### src/rtl/core/tvx_pkg.sv
package tvx_pkg;

   localparam int GAIN_FRAC_BITS = 23;
   localparam int SAMPLE_BITS    = 16;

   localparam int GAIN_W  = GAIN_FRAC_BITS + 1;
   localparam int RAMP_W  = GAIN_W + 1;
   localparam int FRAME_W = 20;
   localparam int MV_W    = 16;
   localparam int MASK_W  = 12;
   localparam int FG_W    = GAIN_W + 1;
   localparam int OPA_W   = FG_W + 1;
   localparam int OPB_W   = SAMPLE_BITS + 1;
   localparam int PROD_W  = OPA_W + OPB_W;
   localparam int ACC_W   = PROD_W + 1;
   localparam int NUM_W   = ((GAIN_W > FRAME_W) ? GAIN_W : FRAME_W) + 1;
   localparam int CNT_W   = $clog2(NUM_W + 1);

   localparam logic [GAIN_W-1:0] ONE_GAIN   = GAIN_W'(1) << GAIN_FRAC_BITS;
   localparam logic [GAIN_W-1:0] FREE_LEVEL =
      GAIN_W'(((64'd1 << GAIN_FRAC_BITS) + 64'd5000) / 64'd10000);
   localparam logic [3:0]  NO_NOTE    = 4'd15;
   localparam logic [3:0]  MAX_PITCH  = 4'd11;

   localparam logic [MV_W-1:0]    MV_RESET = 16'd16384;
   localparam logic [FRAME_W-1:0] CF_RESET = 20'd72000;
   localparam logic [FRAME_W-1:0] RF_RESET = 20'd120000;
   localparam logic [FRAME_W-1:0] FF_RESET = 20'd4800;

   typedef enum logic [2:0] {
      FUNC_FRAME    = 3'd0,
      FUNC_NOTE_ON  = 3'd1,
      FUNC_NOTE_OFF = 3'd2,
      FUNC_KILL     = 3'd3,
      FUNC_ENABLE   = 3'd4,
      FUNC_DISABLE  = 3'd5
   } func_type;

   typedef enum logic [2:0] {
      REG_MASTER_VOLUME = 3'd0,
      REG_CROSSFADE     = 3'd1,
      REG_RELEASE       = 3'd2,
      REG_FAST_FADE     = 3'd3,
      REG_LOADED_MASK   = 3'd4
   } reg_index_type;

   typedef struct packed {
      logic               start;
      logic [GAIN_W-1:0]  dividend;
      logic [FRAME_W-1:0] divisor;
   } div_req_type;

   typedef struct packed {
      logic              busy;
      logic              done;
      logic [GAIN_W-1:0] quotient;
   } div_rsp_type;

endpackage

### src/rtl/core/tvx_div.sv
module tvx_div (
   input  logic                 clock,
   input  logic                 reset,
   input  tvx_pkg::div_req_type req,
   output tvx_pkg::div_rsp_type rsp
);
   import tvx_pkg::*;

   logic [NUM_W-1:0]   num_ff, num_in;
   logic [FRAME_W-1:0] den_ff, den_in;
   logic [FRAME_W-1:0] rem_ff, rem_in;
   logic [CNT_W-1:0]   cnt_ff, cnt_in;
   logic               busy_ff, busy_in;
   logic               done_ff, done_in;
   logic [FRAME_W:0]   shifted;
   logic [FRAME_W-1:0] den_use;

   always_comb begin
      num_in  = num_ff;
      den_in  = den_ff;
      rem_in  = rem_ff;
      cnt_in  = cnt_ff;
      busy_in = busy_ff;
      done_in = 1'b0;
      den_use = (req.divisor == '0) ? FRAME_W'(1) : req.divisor;
      shifted = {rem_ff, num_ff[NUM_W-1]};
      if (req.start) begin
         // ceiling: divide dividend + divisor - 1
         num_in  = NUM_W'(req.dividend) + NUM_W'(den_use) - NUM_W'(1);
         den_in  = den_use;
         rem_in  = '0;
         cnt_in  = CNT_W'(NUM_W);
         busy_in = 1'b1;
      end else if (busy_ff) begin
         if (shifted >= {1'b0, den_ff}) begin
            rem_in = FRAME_W'(shifted - {1'b0, den_ff});
            num_in = {num_ff[NUM_W-2:0], 1'b1};
         end else begin
            rem_in = shifted[FRAME_W-1:0];
            num_in = {num_ff[NUM_W-2:0], 1'b0};
         end
         cnt_in = cnt_ff - CNT_W'(1);
         if (cnt_ff == CNT_W'(1)) begin
            busy_in = 1'b0;
            done_in = 1'b1;
         end
      end
   end

   always_ff @(posedge clock) begin
      num_ff <= num_in;
      den_ff <= den_in;
      rem_ff <= rem_in;
      cnt_ff <= cnt_in;
      if (reset) begin
         busy_ff <= 1'b0;
         done_ff <= 1'b0;
      end else begin
         busy_ff <= busy_in;
         done_ff <= done_in;
      end
   end

   assign rsp.busy     = busy_ff;
   assign rsp.done     = done_ff;
   assign rsp.quotient = num_ff[GAIN_W-1:0];

endmodule

### src/rtl/core/two_voice_crossfade_mixer_top.sv
// Two-voice crossfade mixer.
// Request channel (req_*): one item per request, func selects a frame (mix
// the voice samples) or a control action (note on/off, kill, enable,
// disable). Every request yields exactly one response on rsp_*.
// Register port (csr_*): writes master volume, ramp lengths and the loaded
// mask; always ready, write only while no request is in flight.
// A single multiplier and a bit-serial divider are shared under a sequencer;
// the block takes one request at a time (req_ready low while busy).
// Frames pass each active voice through the multiplier steps; note on,
// note off and disable wait on the bit-serial divider to compute their
// ramps; other controls go straight to the response.
// The response sits in an output register; a stalled receiver (rsp_ready
// low) holds it, and the next request is accepted and worked on meanwhile,
// waiting only to hand over its own response.
// Reset (synchronous, active high) restores register defaults, disables
// note-on, clears all voices and drops any pending response.
module two_voice_crossfade_mixer_top (
   input  logic                                clock,
   input  logic                                reset,
   input  logic                                req_valid,
   output logic                                req_ready,
   input  logic [2:0]                          req_func,
   input  logic [3:0]                          req_pitch_class,
   input  logic signed [tvx_pkg::SAMPLE_BITS-1:0] req_voice0_left,
   input  logic signed [tvx_pkg::SAMPLE_BITS-1:0] req_voice0_right,
   input  logic signed [tvx_pkg::SAMPLE_BITS-1:0] req_voice1_left,
   input  logic signed [tvx_pkg::SAMPLE_BITS-1:0] req_voice1_right,
   output logic                                rsp_valid,
   input  logic                                rsp_ready,
   output logic signed [tvx_pkg::SAMPLE_BITS-1:0] rsp_mix_left,
   output logic signed [tvx_pkg::SAMPLE_BITS-1:0] rsp_mix_right,
   output logic                                rsp_voice0_on,
   output logic                                rsp_voice1_on,
   output logic [3:0]                          rsp_voice0_note,
   output logic [3:0]                          rsp_voice1_note,
   output logic                                rsp_restart_voice0,
   output logic                                rsp_restart_voice1,
   input  logic                                csr_valid,
   output logic                                csr_ready,
   input  logic [2:0]                          csr_index,
   input  logic [tvx_pkg::FRAME_W-1:0]         csr_data
);
   import tvx_pkg::*;

   typedef enum logic [9:0] {
      S_IDLE  = 10'b0000000001,
      S_STEP  = 10'b0000000010,
      S_MG    = 10'b0000000100,
      S_FG    = 10'b0000001000,
      S_ML    = 10'b0000010000,
      S_MR    = 10'b0000100000,
      S_AC    = 10'b0001000000,
      S_DSEL  = 10'b0010000000,
      S_DWAIT = 10'b0100000000,
      S_OUT   = 10'b1000000000
   } state_type;

   state_type state_ff, state_in;

   // registers
   logic [MV_W-1:0]    mv_ff, mv_in;
   logic [FRAME_W-1:0] cf_ff, cf_in, rf_ff, rf_in, fff_ff, fff_in;
   logic [MASK_W-1:0]  mask_ff, mask_in;

   // voice state
   logic               en_ff, en_in;
   logic [3:0]         last_ff, last_in;
   logic               act_ff [2];
   logic               act_in [2];
   logic [GAIN_W-1:0]  gain_ff [2];
   logic [GAIN_W-1:0]  gain_in [2];
   logic               tup_ff [2];
   logic               tup_in [2];
   logic signed [RAMP_W-1:0] ramp_ff [2];
   logic signed [RAMP_W-1:0] ramp_in [2];
   logic [3:0]         pitch_ff [2];
   logic [3:0]         pitch_in [2];

   // item and datapath
   func_type           func_ff, func_in;
   logic [3:0]         pc_ff, pc_in;
   logic signed [SAMPLE_BITS-1:0] smp_ff [4];
   logic signed [SAMPLE_BITS-1:0] smp_in [4];
   logic               vi_ff, vi_in;
   logic [1:0]         job_ff, job_in;
   logic [FG_W-1:0]    fg_ff, fg_in;
   logic signed [PROD_W-1:0] prod_ff, prod_in;
   logic signed [ACC_W-1:0]  accl_ff, accl_in, accr_ff, accr_in;
   logic               rst0_ff, rst0_in, rst1_ff, rst1_in;

   // response register
   logic               rv_ff, rv_in;
   logic signed [SAMPLE_BITS-1:0] ml_ff, ml_in, mr_ff, mr_in;
   logic               on0_ff, on0_in, on1_ff, on1_in;
   logic [3:0]         nt0_ff, nt0_in, nt1_ff, nt1_in;
   logic               ro0_ff, ro0_in, ro1_ff, ro1_in;

   div_req_type        dreq;
   div_rsp_type        drsp;

   logic signed [OPA_W-1:0] opa;
   logic signed [OPB_W-1:0] opb;
   logic [GAIN_W-1:0]       tgt;
   logic signed [RAMP_W:0]  gsum;
   logic [GAIN_W-1:0]       gstep;
   logic [PROD_W-1:0]       fg_round;
   logic                    pick;
   logic                    on_ok;
   logic [FRAME_W-1:0]      fade_frames;
   logic signed [RAMP_W-1:0] neg_q;

   tvx_div u_div (
      .clock (clock),
      .reset (reset),
      .req   (dreq),
      .rsp   (drsp)
   );

   function automatic logic signed [SAMPLE_BITS-1:0] round_sat(
      input logic signed [ACC_W-1:0] acc
   );
      logic signed [ACC_W:0] t;
      logic signed [ACC_W:0] hi;
      logic signed [ACC_W:0] lo;
      hi = (ACC_W+1)'((1 << (SAMPLE_BITS - 1)) - 1);
      lo = -hi - (ACC_W+1)'(1);
      t  = ($signed({acc[ACC_W-1], acc}) + ((ACC_W+1)'(1) <<< (GAIN_FRAC_BITS - 1)))
           >>> GAIN_FRAC_BITS;
      if (t > hi) begin
         round_sat = hi[SAMPLE_BITS-1:0];
      end else if (t < lo) begin
         round_sat = lo[SAMPLE_BITS-1:0];
      end else begin
         round_sat = t[SAMPLE_BITS-1:0];
      end
   endfunction

   // envelope step of voice vi
   always_comb begin
      tgt   = tup_ff[vi_ff] ? ONE_GAIN : '0;
      gsum  = $signed({2'b00, gain_ff[vi_ff]}) + (RAMP_W+1)'(ramp_ff[vi_ff]);
      gstep = gain_ff[vi_ff];
      if (ramp_ff[vi_ff] > 0 && gain_ff[vi_ff] < tgt) begin
         gstep = (gsum > $signed({2'b00, tgt})) ? tgt : gsum[GAIN_W-1:0];
      end else if (ramp_ff[vi_ff] < 0 && gain_ff[vi_ff] > tgt) begin
         gstep = (gsum < $signed({2'b00, tgt})) ? tgt : gsum[GAIN_W-1:0];
      end
   end

   // shared multiplier operands
   always_comb begin
      opa = $signed({1'b0, fg_ff});
      opb = {smp_ff[{vi_ff, 1'b0}][SAMPLE_BITS-1], smp_ff[{vi_ff, 1'b0}]};
      priority case (1'b1)
         state_ff == S_MG: begin
            opa = $signed({2'b00, gain_ff[vi_ff]});
            opb = $signed({1'b0, mv_ff});
         end
         state_ff == S_MR: begin
            opb = {smp_ff[{vi_ff, 1'b1}][SAMPLE_BITS-1], smp_ff[{vi_ff, 1'b1}]};
         end
         default: ;
      endcase
   end

   assign fg_round = PROD_W'(prod_ff) + PROD_W'(16384);
   assign pick     = !act_ff[0] ? 1'b0 : (!act_ff[1] ? 1'b1 : (gain_ff[1] < gain_ff[0]));
   assign on_ok    = en_ff && (req_pitch_class <= MAX_PITCH)
                     && mask_ff[req_pitch_class] && (req_pitch_class != last_ff);
   assign fade_frames = (func_ff == FUNC_NOTE_ON) ? cf_ff : rf_ff;
   assign neg_q    = RAMP_W'(-$signed({1'b0, drsp.quotient}));

   always_comb begin
      state_in = state_ff;
      mv_in = mv_ff; cf_in = cf_ff; rf_in = rf_ff; fff_in = fff_ff; mask_in = mask_ff;
      en_in = en_ff; last_in = last_ff;
      act_in = act_ff; gain_in = gain_ff; tup_in = tup_ff;
      ramp_in = ramp_ff; pitch_in = pitch_ff;
      func_in = func_ff; pc_in = pc_ff; smp_in = smp_ff;
      vi_in = vi_ff; job_in = job_ff; fg_in = fg_ff;
      prod_in = PROD_W'(opa * opb);
      accl_in = accl_ff; accr_in = accr_ff;
      rst0_in = rst0_ff; rst1_in = rst1_ff;
      rv_in = rv_ff && !rsp_ready;
      ml_in = ml_ff; mr_in = mr_ff; on0_in = on0_ff; on1_in = on1_ff;
      nt0_in = nt0_ff; nt1_in = nt1_ff; ro0_in = ro0_ff; ro1_in = ro1_ff;
      dreq.start    = 1'b0;
      dreq.dividend = gain_ff[job_ff[0]];
      dreq.divisor  = fade_frames;

      if (csr_valid) begin
         unique case (csr_index)
            REG_MASTER_VOLUME: mv_in   = csr_data[MV_W-1:0];
            REG_CROSSFADE:     cf_in   = csr_data;
            REG_RELEASE:       rf_in   = csr_data;
            REG_FAST_FADE:     fff_in  = csr_data;
            REG_LOADED_MASK:   mask_in = csr_data[MASK_W-1:0];
            default: ;
         endcase
      end

      unique case (state_ff)
         S_IDLE: begin
            if (req_valid) begin
               func_in = func_type'(req_func);
               pc_in   = req_pitch_class;
               smp_in[0] = req_voice0_left;
               smp_in[1] = req_voice0_right;
               smp_in[2] = req_voice1_left;
               smp_in[3] = req_voice1_right;
               accl_in = '0;
               accr_in = '0;
               rst0_in = 1'b0;
               rst1_in = 1'b0;
               vi_in   = 1'b0;
               job_in  = 2'd0;
               state_in = S_OUT;
               unique case (req_func)
                  FUNC_FRAME:   state_in = S_STEP;
                  FUNC_NOTE_ON: if (on_ok) state_in = S_DSEL;
                  FUNC_NOTE_OFF: begin
                     last_in  = NO_NOTE;
                     state_in = S_DSEL;
                  end
                  FUNC_KILL: begin
                     last_in = NO_NOTE;
                     for (int i = 0; i < 2; i++) begin
                        if (act_ff[i]) begin
                           gain_in[i] = '0;
                           tup_in[i]  = 1'b0;
                           act_in[i]  = 1'b0;
                        end
                     end
                  end
                  FUNC_ENABLE: en_in = 1'b1;
                  FUNC_DISABLE: begin
                     en_in    = 1'b0;
                     last_in  = NO_NOTE;
                     job_in   = 2'd2;
                     state_in = S_DSEL;
                  end
                  default: ;
               endcase
            end
         end
         S_STEP: begin
            if (act_ff[vi_ff]) begin
               gain_in[vi_ff] = gstep;
               state_in = S_MG;
            end else if (vi_ff) begin
               state_in = S_OUT;
            end else begin
               vi_in = 1'b1;
            end
         end
         S_MG: state_in = S_FG;
         S_FG: begin
            fg_in    = FG_W'(fg_round >> 15);
            state_in = S_ML;
         end
         S_ML: state_in = S_MR;
         S_MR: begin
            accl_in  = accl_ff + ACC_W'(prod_ff);
            state_in = S_AC;
         end
         S_AC: begin
            accr_in = accr_ff + ACC_W'(prod_ff);
            if (!tup_ff[vi_ff] && gain_ff[vi_ff] <= FREE_LEVEL) act_in[vi_ff] = 1'b0;
            if (vi_ff) begin
               state_in = S_OUT;
            end else begin
               vi_in    = 1'b1;
               state_in = S_STEP;
            end
         end
         S_DSEL: begin
            if (job_ff == 2'd2) begin
               if (func_ff == FUNC_NOTE_OFF) begin
                  state_in = S_OUT;
               end else begin
                  dreq.start    = 1'b1;
                  dreq.dividend = ONE_GAIN;
                  dreq.divisor  = (func_ff == FUNC_NOTE_ON) ? cf_ff : fff_ff;
                  state_in      = S_DWAIT;
               end
            end else if (act_ff[job_ff[0]]) begin
               dreq.start = 1'b1;
               state_in   = S_DWAIT;
            end else begin
               job_in = job_ff + 2'd1;
            end
         end
         S_DWAIT: begin
            if (drsp.done) begin
               if (job_ff != 2'd2) begin
                  ramp_in[job_ff[0]] = neg_q;
                  tup_in[job_ff[0]]  = 1'b0;
                  job_in   = job_ff + 2'd1;
                  state_in = S_DSEL;
               end else begin
                  if (func_ff == FUNC_NOTE_ON) begin
                     pitch_in[pick] = pc_ff;
                     gain_in[pick]  = '0;
                     tup_in[pick]   = 1'b1;
                     ramp_in[pick]  = $signed({1'b0, drsp.quotient});
                     act_in[pick]   = 1'b1;
                     last_in        = pc_ff;
                     rst0_in        = !pick;
                     rst1_in        = pick;
                  end else begin
                     for (int i = 0; i < 2; i++) begin
                        ramp_in[i] = neg_q;
                        tup_in[i]  = 1'b0;
                     end
                  end
                  state_in = S_OUT;
               end
            end
         end
         S_OUT: begin
            if (!rv_ff || rsp_ready) begin
               rv_in  = 1'b1;
               ml_in  = (func_ff == FUNC_FRAME) ? round_sat(accl_ff) : '0;
               mr_in  = (func_ff == FUNC_FRAME) ? round_sat(accr_ff) : '0;
               on0_in = act_ff[0];
               on1_in = act_ff[1];
               nt0_in = pitch_ff[0];
               nt1_in = pitch_ff[1];
               ro0_in = rst0_ff;
               ro1_in = rst1_ff;
               state_in = S_IDLE;
            end
         end
         default: state_in = S_IDLE;
      endcase
   end

   always_ff @(posedge clock) begin
      func_ff <= func_in; pc_ff <= pc_in; smp_ff <= smp_in;
      vi_ff <= vi_in; job_ff <= job_in; fg_ff <= fg_in; prod_ff <= prod_in;
      accl_ff <= accl_in; accr_ff <= accr_in;
      rst0_ff <= rst0_in; rst1_ff <= rst1_in;
      ml_ff <= ml_in; mr_ff <= mr_in; on0_ff <= on0_in; on1_ff <= on1_in;
      nt0_ff <= nt0_in; nt1_ff <= nt1_in; ro0_ff <= ro0_in; ro1_ff <= ro1_in;
      if (reset) begin
         state_ff <= S_IDLE;
         rv_ff    <= 1'b0;
         mv_ff    <= MV_RESET;
         cf_ff    <= CF_RESET;
         rf_ff    <= RF_RESET;
         fff_ff   <= FF_RESET;
         mask_ff  <= '0;
         en_ff    <= 1'b0;
         last_ff  <= NO_NOTE;
         for (int i = 0; i < 2; i++) begin
            act_ff[i]   <= 1'b0;
            gain_ff[i]  <= '0;
            tup_ff[i]   <= 1'b0;
            ramp_ff[i]  <= '0;
            pitch_ff[i] <= '0;
         end
      end else begin
         state_ff <= state_in;
         rv_ff    <= rv_in;
         mv_ff    <= mv_in;
         cf_ff    <= cf_in;
         rf_ff    <= rf_in;
         fff_ff   <= fff_in;
         mask_ff  <= mask_in;
         en_ff    <= en_in;
         last_ff  <= last_in;
         act_ff   <= act_in;
         gain_ff  <= gain_in;
         tup_ff   <= tup_in;
         ramp_ff  <= ramp_in;
         pitch_ff <= pitch_in;
      end
   end

   assign req_ready          = (state_ff == S_IDLE);
   assign csr_ready          = 1'b1;
   assign rsp_valid          = rv_ff;
   assign rsp_mix_left       = ml_ff;
   assign rsp_mix_right      = mr_ff;
   assign rsp_voice0_on      = on0_ff;
   assign rsp_voice1_on      = on1_ff;
   assign rsp_voice0_note    = nt0_ff;
   assign rsp_voice1_note    = nt1_ff;
   assign rsp_restart_voice0 = ro0_ff;
   assign rsp_restart_voice1 = ro1_ff;

   // the divider only runs while the sequencer waits on it
   a_div_idle: assert property (@(posedge clock) disable iff (reset)
      drsp.busy |-> (state_ff == S_DWAIT))
      else $error("divider busy outside ramp wait");

   // a note-on restarts at most one voice
   a_one_restart: assert property (@(posedge clock) disable iff (reset)
      rv_ff |-> !(ro0_ff && ro1_ff))
      else $error("both voices restarted");

   a_gain_range: assert property (@(posedge clock) disable iff (reset)
      (gain_ff[0] <= ONE_GAIN) && (gain_ff[1] <= ONE_GAIN))
      else $error("gain above unity");

   a_ramp_dir: assert property (@(posedge clock) disable iff (reset)
      (state_ff == S_OUT) && (func_ff == FUNC_DISABLE) |-> !tup_ff[0] && !tup_ff[1])
      else $error("voice still rising after disable");

endmodule

### config.mk
export PLATFORM = sky130hd
export DESIGN_NAME = two_voice_crossfade_mixer_top
export DESIGN_NICKNAME = d
export VERILOG_FILES = /design/src/rtl/core/tvx_pkg.sv /design/src/rtl/core/tvx_div.sv /design/src/rtl/core/two_voice_crossfade_mixer_top.sv
export SDC_FILE = /design/constraint.sdc
export NUM_CORES = 2
export LEC_CHECK = 0
export ABC_AREA = 1
export BUFFER_PORTS_ARGS = -buffer_cell sky130_fd_sc_hd__buf_4
export CORE_UTILIZATION = 42
export DETAILED_ROUTE_END_ITERATION = 12
export PLACE_DENSITY = 0.65
export SLEW_MARGIN = 0
export SYNTH_ARGS = -nofsm -noshare
export SYNTH_HDL_FRONTEND = slang
export SYNTH_SLANG_ARGS = --single-unit
export TNS_END_PERCENT = 5
### constraint.sdc
create_clock -name clock -period 11.93 [get_ports clock]
set_input_delay 0.5965 -clock clock [delete_from_list [all_inputs] [get_ports clock]]
set_output_delay 0.5965 -clock clock [all_outputs]
set_load 0.05 [all_outputs]
# Yosys cells after proc, flatten, opt, wreduce, memory -nomap -nowiden
# Cells that the tools add are included.
[op_classes] div_mod_pow=0 mux=145 n_shift=0 n_eq_ne=42 bitwise_logic=16 n_mul=1 order_cmp=23 add_sub_neg=12 reduce_logical=55
[op_table] cell="2-to-1 mux 24 bit" n=15
[op_table] cell="2-to-1 mux 48 bit" n=6
[op_table] cell="2-to-1 mux 25 bit" n=8
[op_table] cell="one-hot mux 44 bit (2 select lines)" n=2
[op_table] cell="one-hot mux 48 bit (3 select lines)" n=1
[op_table] cell="2-to-1 mux 10 bit" n=11
[op_table] cell="bitwise mux 50 bit" n=2
[op_table] cell="2-to-1 mux 50 bit" n=2
[op_table] cell="one-hot mux 10 bit (10 select lines)" n=1
[op_table] cell="2-to-1 mux 16 bit" n=6
[op_table] cell="adder 44 x 24 -> 45 bit, second input constant" n=2
[op_table] cell="2-to-1 mux 45 bit" n=2
[op_table] cell="adder 44 x 43 -> 44 bit" n=2
[op_table] cell="2-to-1 mux 44 bit" n=2
[op_table] cell="2-to-1 mux 20 bit" n=4
[op_table] cell="binary-select mux 16 bit (select 2 bit)" n=2
[op_table] cell="demux 25 bit (select 1 bit)" n=2
[op_table] cell="AND 48 bit" n=1
[op_table] cell="bitwise mux 48 bit" n=1
[op_table] cell="demux 24 bit (select 1 bit)" n=2
[op_table] cell="less-than comparator 24 bit" n=2
[op_table] cell="inverter 48 bit" n=1
[op_table] cell="> comparator 22 x 16 -> 1 bit, second input constant" n=2
[op_table] cell="less-than comparator 22 x 16 -> 1 bit, second input constant" n=2
[op_table] cell="77 further kinds" n=213
[totals] memories=0 out_inout_bits=47 ram_bits=0 rom_bits=0 register_bits=562 latch_bits=0

# Logic depth before layout (Yosys ltp)
[depth] word_depth=14 ltp_mapped=41

# Cells and area by module
# A second synthesis with hierarchy kept.
[hier_totals] cells_unflattened=7036 hier_area_um2=51567.0
[modules_own_cells] module="two_voice_crossfade_mixer_top" area_per_inst_um2=44954.4 seq_area_each_um2=12141.6 cells_each=6056 instances=1
[modules_own_cells] module="tvx_div" area_per_inst_um2=6612.6 seq_area_each_um2=1891.8 cells_each=980 instances=1

# Least setup slack after synthesis
# Ideal clock, no wire load.
[synth_path] path_type="reg2reg" startpoint="register vi_ff" endpoint="register prod_ff[40]" arrival_time_ns=7.485 setup_ns=0.112 setup_slack_ns=4.333 path_stages_with_launch=38 cell_sequence="edfxtp_1 buf_6 buf_6 buf_6 buf_4 buf_4 buf_6 buf_2 nand2_1 nand2_1 o21ai_0 nand2_1 o21ai_1 buf_2 nor2_1 fa_1 inv_1 fa_1 [2 not listed] fa_1 fa_1 inv_1 fa_1 inv_1 ha_1 nand2_1 nor2_1 nand2_1 or2_2 o211ai_1 nand3_1 o211ai_1 a21oi_1 o21ai_0 nand2_1 nand3_1 nand2_1"
[synth_via] elab_chain_len=7 elab_cells_between_ends=16
[synth_rtl] item="start, declared" line="two_voice_crossfade_mixer_top.sv:84" rtl="logic vi_ff, vi_in;"
[synth_rtl] item="start signal, assigned" line="two_voice_crossfade_mixer_top.sv:340" rtl="vi_ff <= vi_in; job_ff <= job_in; fg_ff <= fg_in; prod_ff <= prod_in;"
[synth_rtl] item="inverter 2 -> 3 bit, on equally long branches" line="two_voice_crossfade_mixer_top.sv:153, two_voice_crossfade_mixer_top.sv:160"
[synth_rtl] item="binary-select mux 16 bit (select 2 bit), on equally long branches" line="two_voice_crossfade_mixer_top.sv:153, two_voice_crossfade_mixer_top.sv:160"
[synth_rtl] item="2-to-1 mux 16 bit, on equally long branches (2 in a row)" line="two_voice_crossfade_mixer_top.sv:153, two_voice_crossfade_mixer_top.sv:160"
[synth_rtl] item="2-to-1 mux 17 bit (2 in a row)" line="two_voice_crossfade_mixer_top.sv:154" rtl="priority case (1'b1)"
[synth_rtl] item="multiplier 26 x 17 -> 43 bit (*)" line="two_voice_crossfade_mixer_top.sv:181" rtl="prod_in = PROD_W'(opa * opb);"
[synth_rtl] item="named net prod_in[40]" line="two_voice_crossfade_mixer_top.sv:87" rtl="logic signed [PROD_W-1:0] prod_ff, prod_in;"
[synth_rtl] item="end signal, assigned" line="two_voice_crossfade_mixer_top.sv:340"
[synth_rtl] item="end, declared" line="two_voice_crossfade_mixer_top.sv:87"
# Mark *: on every way through the listed nets, which the timed path passes. The rest lies on a longest branch. The select of a mux whose other input is x is not followed.
# A chain may end at the register's enable or synchronous reset.

# Final worst setup path
[layout_path] startpoint="register state_ff[9]" endpoint="register prod_ff[40]"
[layout_via] elab_chain_len=4 elab_cells_between_ends=6
[layout_rtl] item="start, declared" line="two_voice_crossfade_mixer_top.sv:58" rtl="state_type state_ff, state_in;"
[layout_rtl] item="start signal, assigned" line="two_voice_crossfade_mixer_top.sv:363" rtl="state_ff <= state_in;"
[layout_rtl] item="== test 10 x 6 -> 1 bit" line="two_voice_crossfade_mixer_top.sv:159" rtl="state_ff == S_MR: begin"
[layout_rtl] item="2-to-1 mux 17 bit (2 in a row)" line="two_voice_crossfade_mixer_top.sv:154"
[layout_rtl] item="multiplier 26 x 17 -> 43 bit (*)" line="two_voice_crossfade_mixer_top.sv:181"
[layout_rtl] item="named net prod_in[40]" line="two_voice_crossfade_mixer_top.sv:87"
# Mark *: on every way through the listed nets, which the timed path passes. The rest lies on a longest branch.

==> results.md <==
* Status: finished, final reports clean
* Die W at ~350 um
* RSZ-0062 raised after global routing: false
* CP Launch Point: state_ff[9]
* Number of max-cap violations at 0
* Boundary Pins at roughly 150
* Ant diodes at 0
* Max Fanout on Critical Path at 38
* Largest net degree at the start of global routing at 111
* TritonCTS buffer count at 68
* Die outline area at around 120000 um^2
* Number of synthesized flops with an enable pin at 278
* CP Capture Type: register
* Post-DP HPWL at ~130 mm
* Post-synth top area share at roughly 17%
* Area delta synth->final at 10.0%
* Clk_lat worst skew at around 0.66 ns
* CP arrival at slightly above 10 ns
* Setup Fix Bufs, Post-CTS at 0
* Hold_buf cts at 0
* Reg clk slew, reported paths at roughly 0.060 ns
* Worst Max-Slew Pin Slew at between 1 and 1.5 ns
* CTS max path bufs at 3
* Post-Syn Nets at 7547
* Via count at around 46000
* # port buffers at ~140
* Placer Congestion at slightly below 1
* 1st-iter DRT viols at 3993
* Overflow after GRT at 0
* Top post-synthesis cells by area: edfxtp_1 (17%), fa_1 (14%), dfxtp_1 (11%)
* Period Utilization, post-route at roughly four fifths
* Slew Limit Fails at 0
* Min Tclk post-route at approximately 9.6 ns
* Layout Nets at approximately 7600
* Top_reg_cell synth: dfxtp_1
* Vias in the first global route at ~44000
* Final setup fails at 0
* Synthesized area per cell at between 7 and 8 um^2
* CTS-repair resized insts at 0
* CTS tree: built
* Critical path launch point type: register
* Async S/R FF share, synth at 0%
* Post-DR wirelength/cell at 19.7 um
* Fraction of layout instances using a drive strength above 1 at approximately 6.3%
* Std cell rows at between 100 and 150
* Core box area at about 120000 um^2
* Drt pass-1 iters at 7
* Global-route wire length before repair at around 260 mm
* Initial Util at around 42%
* Yosys warns at 0
* CTS Sinks at roughly 560
* Yosys cell types at 66
* Peak Freq at 104 MHz
* Antenna violations before repair at 1
* Largest stage delay, worst path at approximately 1.1 ns
* GRT Util Overall at a little over a quarter
* Slowest CP cell: o21ai_1
* Setup TNS at 0 ns
* Synthesized flop and latch total at around 560
* Clock Skew at around 0.046 ns
* Final WL at ~170 mm
* Req. time, crit path at 12.47 ns
* DR DRC count at 0
* Post-synth top area cell: edfxtp_1
* Reg-to-Reg Start: state_ff[9]
* HP Class: in2reg
* Root buffer cell: clkbuf_16
* CP Class: reg2reg
* Cells after Synth at about 6800
* Slew headroom at about an eighth
* Vias per cell at approximately 5.4
* Height of the chip at 348 um
* Final hold viol count at 0
* Post-synthesis sequential area ratio at between 20% and 30%
* Synthesized area at 50200 um^2
* # H-tree levels at 3
* Antenna viol nets, final at 0
* Min-delay src: req_voice0_right[15]
[path summary, 6_finish.rpt]
path / slack (ns) / cells past startpoint / end
min reg2reg: 0.42 / 0 / rsp_restart_voice0
max reg2reg: 2.33 / 31 / prod_ff[40]
max: 2.33 / 31 / prod_ff[40]
min: 0.13 / 1 / smp_ff[47]
[state kept, by name, summed over array words and instances, names as in the netlist, 5 cells and up]
signal         flops
rf_ff             20
cf_ff             20
fff_ff            20
rsp_mix_right     16
ramp_ff           50
prod_ff           43
pitch_ff           8
accr_ff           44
mask_ff           12
gain_ff           48
fg_ff             25
u_div.den_ff      20
rsp_mix_left      16
smp_ff            64
u_div.rem_ff      20
accl_ff           44
mv_ff             16
u_div.cnt_ff       5
u_div.num_ff      25
state_ff          10
[area by class of cell]
| cell class | instances | area, um^2 |
|---|---|---|
| clock buffers | 92 | 1950 |
| clock inverters | 31 | 368 |
| fillers | 11800 | 63000 |
| inverters | 1141 | 4280 |
| multi-input cells | 4830 | 31000 |
| flip-flops and latches | 562 | 14000 |
| well taps | 1536 | 1920 |
| repair buffers | 217 | 1640 |
[layout by cell type (no fill, tap or decap), types with 10 or more instances in the layout]
cell / instances
nand2_1: 1308
inv_1: 1103
nor2_1: 845
a21oi_1: 559
o21ai_0: 436
fa_1: 349
ha_1: 348
dfxtp_1: 284
nand3_1: 283
edfxtp_1: 278
buf_4: 216
xor2_1: 98
clkbuf_16: 71
xnor2_1: 62
nor3_1: 61
nand4_1: 59
a31oi_1: 56
o21ai_1: 41
o211ai_1: 39
o21a_1: 34
clkinv_1: 27
o31ai_1: 27
nor4_1: 25
or2_2: 22
inv_2: 16
o211ai_2: 15
o31a_1: 14
o21bai_1: 13
a21boi_0: 13
nor2_2: 12
a211oi_1: 12
clkbuf_1: 11
clkinv_2: 10
[worst max-delay path: cells and delay by family, from the launching register on]
kind            cells  cell delay (ns)
flops               1             0.38
compound gates      5             2.04
simple gates       12             2.05
fa+ha+maj           7             3.32
buf+inv             7             1.67
[cells by family (layout without fill, tap and decap cells)]
family / Yosys count / in the layout / share of synthesized area [%]
AO/OA/AOI/OAI: 1309 / 1309 / 14.5
XOR/XNOR: 160 / 160 / 2.79
flip-flops: 562 / 562 / 27.9
adder cells (fa/ha/maj): 697 / 697 / 22.6
AND/OR/NAND/NOR: 2663 / 2663 / 21.7
buffers and inverters: 1359 / 1481 / 10.4
other: 1 / 1 / 0.00747
[stage by stage]
step                      instance area, um^2  worst slack [ns]  hold slack [ns]  std cells  utilization [%]
after floorplan                         50200              4.33            0.400       6751                -
after detailed placement                52900              2.63            0.407       8286             44.8
after global placement                  52900              2.68            0.404       8286             44.8
after CTS                               55200              2.59           0.0920       8409             46.7
after global routing                    55200              1.90            0.113       8409             46.7
final                                   55200              2.33            0.131       8409             46.7
[cell usage after synthesis (12+ instances only)]
master       n
inv_1     1107
nor2_1     848
nor2_2      12
nor3_1      65
o21ai_1     35
xor2_1      98
a31oi_1     56
buf_1       17
nand3_1    286
or2_2       22
o31a_1      14
nand2_1   1310
o31ai_1     27
o211ai_2    15
o21bai_1    13
o21ai_0    445
clkbuf_1   145
edfxtp_1   278
ha_1       348
xnor2_1     62
buf_2       40
nand4_1     59
nor4_1      26
clkinv_1    20
a21oi_1    559
a21boi_0    13
a211oi_1    12
o211ai_1    39
inv_2       14
o21a_1      34
dfxtp_1    284
fa_1       349
[per-layer routing]
layer | vias to the layer above | wire length (um) | track usage [%]
met3 | 356 | 12000 | 4.11
met2 | 1632 | 75800 | 44.5
li1 | 22000 | - | -
met4 | 2 | 8230 | 12.4
met1 | 21600 | 69500 | 35.5
met5 | - | 9 | 0
Power is not shown: default switching activity piles up to over one toggle a cycle in this logic, so the estimate is an artifact.
